[config.mk]
export PLATFORM = sky130hd
export DESIGN_NAME = pnfe_step
export DESIGN_NICKNAME = d
export VERILOG_FILES = /design/src/design/pnfe_step.sv
export SDC_FILE = /design/constraint.sdc
export NUM_CORES = 1
export LEC_CHECK = 0
export BUFFER_PORTS_ARGS = -buffer_cell sky130_fd_sc_hd__buf_2
export CAP_MARGIN = 20
export CORE_MARGIN = 1.5
export CORE_UTILIZATION = 38
export DETAILED_ROUTE_END_ITERATION = 10
export PLACE_DENSITY = 0.8
export SYNTH_ARGS = -nofsm -noshare
export SYNTH_HDL_FRONTEND = slang
export SYNTH_SLANG_ARGS = --single-unit
[constraint.sdc]
create_clock -name vclk -period 1.63
set_input_delay 0 -clock vclk [all_inputs]
set_output_delay 0 -clock vclk [all_outputs]
set_load 0.01 [all_outputs]
[src/design/pnfe_step.sv]
`default_nettype none

// Shared walk counter step: next position and end-of-walk flag
module pnfe_step #(
  parameter int CW = 16
) (
  input  wire logic [CW-1:0] cur,
  input  wire logic [CW-1:0] limit,
  output logic      [CW-1:0] next,
  output logic               last
);

  assign next = cur + CW'(1);
  assign last = (next == limit);

endmodule

`default_nettype wire

==> out/metrics.cfg, run 1 <==
[worst_setup_path]
cp_max_fo=7
cp_top_family=simple AND/OR/NAND/NOR gates
start_kind=input pin
slowest_delay_ns=0.43
crit_chain=buf_2 -> nand4_4 -> buf_4 -> nor3_2 -> xor2_1 -> xor2_1 -> or4_4 -> nor4_4 -> buf_2
worstPathBufferInverterCount=3
crit_path_top_delay_cell=or4_4
setup.worst_path.end_class=primary output
arrival_ns=1.81
path_class=in2out
required_ns=1.63

[floorplanning]
io_pins=49
initial_core_util=0.4115
fp.dieH_um=43.86
fp.dieArea_mm2=0.001923
rows=14
core_mm2=0.001541
dieWidth_um=43.86

[synthesis]
ys_seq_area_frac=0
yosysTopAreaCellShare=0.1933
ys_types=30
synth_area_um2=634.4
synth_cells=87
yosysTopAreaCell=xor2_1
yosys_warnings=0
synth.area.top_cells=xor2_1 19%, xnor2_1 18%, xnor3_1 7.1%
syn_avg_cell_area_um2=7.291
synth_nets=120

[run_status]
violations=setup timing
status=finished with violations

[timing]
tightestPinTransition_ns=0.3758
finalCritPeriodShare=1.108
max_slew_margin=0.7463
fin_ws_ns=-0.1759
finalSetupViolCount=1
fmaxAchievable_mhz=553.7
post-route-min-period_ns=1.806
maxSlewViolCount=0
hold_violations=0
rsz0062_at_grt=yes

[global_routing]
track_usage=0.2597
grt_max_degree=8
grt_pass1_wl_um=3870
overflow=0
antenna_found_initial=0
grt_pass1_vias=962

[final_layout]
antennaDiodeCount=0
area_growth_pct=90.73
final_cell_mix=47 x buf_2, 31 x buf_4, 13 x xor2_1
final_util=0.7849
finalNetCount=199
layout-drive-gt1-share=0.5732
seq_cells=0
seq_area_um2=0
mostFrequentLayoutCell=buf_2
n_clock_buffer=0

[pwr]
peakVddDrop_mv=0.1450
power_mw=0.2815
p_leak_nw=0.6050
pwr_density_cell_mw_per_mm2=232.6

[detailed_routing]
viasPerCell=5.322
final_antenna_net_count=0
wl_um=2390
wire_per_inst_um=13.28
drt_iter0_drc=28
drc_errors=0
first_pass_iters=4
via_count=958

[placement]
io_buffers=49
place_hpwl_um=1925
dp_slack_ns=-0.2180
place_congestion=0.8412

[job]
maxCapViolCount=0

[clock_network]
hold_buffers=0

[worst_hold_path]
hold_class=in2out

logic make-up after synthesis:
group,synth area share
adder cells (fa/ha/maj),0.01972
buffers and inverters,0.05522
XOR/XNOR,0.4438
AO/OA/AOI/OAI,0.1282
AND/OR/NAND/NOR,0.3531
metrics by stage:
| step | area, um2 | instances | TNS (ns) | hold WS [ns] |
|---|---|---|---|---|
| 2_1_floorplan | 701.9 | 87 | 0 | 0.04351 |
| 3_3_place_gp | 1155 | 177 | -0.1799 | 0.2804 |
| 3_5_place_dp | 1155 | 177 | -0.2180 | 0.2881 |
| 4_1_cts | 1204 | 180 | -0.1445 | 0.2799 |
| 5_1_grt | 1210 | 180 | -0.2621 | 0.2998 |
| 6_report | 1210 | 180 | -0.1759 | 0.2807 |
synth_stat cells:
cell	number
xnor3_1	2
a221oi_1	1
nor3b_1	1
o311ai_0	3
nand2_1	9
nand4_2	1
xor2_1	14
o21ai_0	2
nand3_1	7
buf_2	1
a21oi_1	1
or4_1	1
nor3_2	1
a31oi_1	1
ha_1	1
and3_1	1
nor4_1	2
nand3b_1	1
nor2_1	6
or3_1	1
inv_1	8
nor4_2	1
xnor2_1	13
nor4b_1	1
nor3_1	2
o211ai_1	1
a311oi_1	1
nand4_4	1
nand3_2	1
a22o_1	1
layout make-up:
cell class | instances | area, um2
Fill cell | 102 | 331.6
Inverter | 8 | 30.03
Multi-Input combinational cell | 78 | 691.9
Tap cell | 16 | 20.02
Timing Repair Buffer | 78 | 467.9
what timing repair did:
action | in CTS | in global routing
pin swaps | 5 | 0
endpoints found under the setup margin | 1 | 1
setup buffers | 3 | 0
gates resized for setup | 8 | 1
cloned | 0 | 0
where the power goes:
group / internal (mW) / switching (mW) / leakage [nW]
clock network: 0 / 0 / 0
logic: 0.143 / 0.138 / 0.605
registers: 0 / 0 / 0
tightest hold or removal path: stages:
cell   delay (ns)
buf_4        0.12
inv_1        0.04
buf_2        0.13
path summary, 6_finish.rpt:
kind / slack, ns / to / depth (start not counted) / start
worst min-delay path: 0.28 / next[0] / 3 / cur[0]
worst max-delay path: -0.18 / last / 9 / cur[6]
routing by layer:
| layer | part of all wire | up-vias | GRT usage |
|---|---|---|---|
| li1 | - | 469 | - |
| met1 | 0.38 | 454 | 0.2836 |
| met2 | 0.56 | 31 | 0.5206 |
| met3 | 0.038 | 4 | 0.008333 |
| met4 | 0.018 | 0 | 0.08485 |
| met5 | 0 | - | 0 |
Power figures use the tool's default switching activity.
==> run 2, diff against run 1 <==
- CORE_ASPECT_RATIO: default -> 0.75
- CORE_UTILIZATION: 38 -> 25
- PLACE_DENSITY: 0.8 -> default
==> run 2 against run 1 <==
The flow still finishes with violations (setup timing); via count down 6.6%; die area up 48%; sequential share of layout area unchanged; fmax up 3.3%; combinational power about the same; clock-buffer cell count unchanged; cell count up 9.4%; wire length down 4.6%.
==> out/metrics.cfg, run 2 (synthesis gave the netlist of run 1 again) <==
[timing]
max_slew_margin=0.6970  ; was 0.7463
tightestPinTransition_ns=0.4488  ; was 0.3758 ns
hold_violations=0  ; unchanged
rsz0062_at_grt=yes  ; unchanged
post-route-min-period_ns=1.749  ; was 1.806 ns
maxSlewViolCount=0  ; unchanged
fin_ws_ns=-0.1185  ; was -0.1759 ns
tns_ns=-0.1185  ; was -0.1759 ns
finalCritPeriodShare=1.073  ; was 1.108
finalSetupViolCount=1  ; unchanged
fmaxAchievable_mhz=571.9  ; was 553.7 MHz
fin_hold_ws_ns=0.2832  ; was 0.2807 ns

[final_layout]
layout-drive-gt1-share=0.5583  ; was 0.5732
n_clock_buffer=0  ; unchanged
finalNetCount=198  ; was 199
seq_cells=0  ; unchanged
seq_area_um2=0  ; unchanged
mostFrequentLayoutCell=buf_2  ; unchanged
fill_cells=228  ; was 102
area_growth_pct=92.70  ; was 90.73%
final_cell_mix=47 x buf_2, 29 x buf_4, 14 x xor2_1  ; was 47 x buf_2, 31 x buf_4, 13 x xor2_1
antennaDiodeCount=0  ; unchanged

[worst_setup_path]
slowest_delay_ns=0.30  ; was 0.43 ns
startpoint=cur[1]  ; was cur[6]
cp_top_family=compound AO/OA/AOI/OAI gates  ; was simple AND/OR/NAND/NOR gates
crit_chain=buf_2 -> ha_4 -> xor2_1 -> a311oi_2 -> o311ai_1 -> nor4b_2 -> o211ai_1 -> nor4_4 -> buf_2  ; was buf_2 -> nand4_4 -> buf_4 -> nor3_2 -> xor2_1 -> xor2_1 -> or4_4 -> nor4_4 -> buf_2
required_ns=1.63  ; about the same
crit_top_cell=buf_2
cp_max_fo=2  ; was 7
path_class=in2out  ; unchanged
worstPathBufferInverterCount=2  ; was 3
arrival_ns=1.75  ; was 1.81 ns
setup.worst_path.end_class=primary output  ; unchanged
crit_path_top_delay_cell=nor4b_2  ; was or4_4
start_kind=input pin  ; unchanged

[floorplanning]
dieWidth_um=61.17  ; was 43.86 um
fp.dieH_um=46.63  ; was 43.86 um
core_mm2=0.002346  ; was 0.001541 mm2
rows=15  ; was 14
initial_core_util=0.2704  ; was 0.4115
fp.dieArea_mm2=0.002852  ; was 0.001923 mm2
io_pins=49  ; unchanged

[placement]
place_hpwl_um=1992  ; was 1925 um
place_congestion=0.7661  ; was 0.8412
dp_slack_ns=-0.2825  ; was -0.2180 ns
io_buffers=49  ; unchanged

[pwr]
internal_power_mw=0.1461  ; was 0.1433 mW
power_switching_mw=0.1369  ; was 0.1381 mW
clockPowerShare=0  ; about the same
p_seq_frac=0  ; about the same
sw_frac_of_total=0.4839  ; was 0.4907
p_leak_nw=0.6025  ; was 0.6050 nW
peakVddDrop_mv=0.1197  ; was 0.1450 mV
pwr_density_cell_mw_per_mm2=231.5  ; was 232.6 mW/mm2
comb_power_share=1.000  ; about the same

[detailed_routing]
wl_um=2281  ; was 2390 um
wire_per_inst_um=11.58  ; was 13.28 um
viasPerCell=4.543  ; was 5.322
final_antenna_net_count=0  ; unchanged
via_count=895  ; was 958
drt_iter0_drc=50  ; was 28
drc_errors=0  ; unchanged
first_pass_iters=4  ; unchanged

[run_status]
status=finished with violations  ; unchanged
violations=setup timing  ; unchanged

[clock_network]
hold_buffers=0  ; unchanged

[global_routing]
grt_pass1_wl_um=3394  ; was 3870 um
track_usage=0.1571  ; was 0.2597
grt_max_degree=8  ; unchanged
grt_pass1_vias=782  ; was 962
overflow=0  ; unchanged
antenna_found_initial=0  ; unchanged

[job]
maxCapViolCount=0  ; unchanged

[worst_hold_path]
min_from=cur[15]  ; was cur[0]
hold_class=in2out  ; unchanged

-- run 2: cell types whose count changed in the layout (fill, tap and decap cells not counted), sizes merged --
cell	delta
buf	-1
-- run 2: power groups by stage --
stage / clock network (mW) / logic, mW / registers, mW
after floorplan: 0 / 0.129 / 0
after global placement: 0 / 0.267 / 0
after detailed placement: 0 / 0.273 / 0
after CTS: 0 / 0.280 / 0
after global routing: 0 / 0.308 / 0
final: 0 / 0.283 / 0
-- run 2: cell type report --
cell class,instances,area [um2],share of cell area
multi-input combinational,78,685.7,0.5609
timing repair buffer,77,464.2,0.3797
tap,34,42.54,0.03480
inverter,8,30.03,0.02457
-- run 2: repair_timing --
action | CTS | global route
gates cloned | 0 | 0
gates resized for setup | 5 | 3
buffers inserted | 0 | 0
setup endpoints to repair | 1 | 1
pin swaps | 2 | 5
-- run 2: path summary, 6_finish.rpt --
path	slack, ns	depth (start not counted)	endpoint
min	0.28	3	next[15]
max	-0.12	9	last
-- run 2: layer usage --
| layer | track usage | vias to the layer above | routed length, um |
|---|---|---|---|
| li1 | - | 462 | - |
| met1 | 0.2339 | 400 | 1053 |
| met2 | 0.2702 | 33 | 1118 |
| met3 | 0 | 0 | 109 |
| met4 | 0 | 0 | 0 |
| met5 | 0 | - | 0 |
-- run 2: stage by stage --
stage	total power, mW	util	area [um2]	cells
CTS	0.2804	0.5173	1214	197
global route	0.3081	0.5211	1222	197
global placement	0.2671	0.5083	1192	197
floorplan	0.1291	-	701.9	87
finish	0.2830	0.5211	1222	197
detailed placement	0.2733	0.5083	1192	197
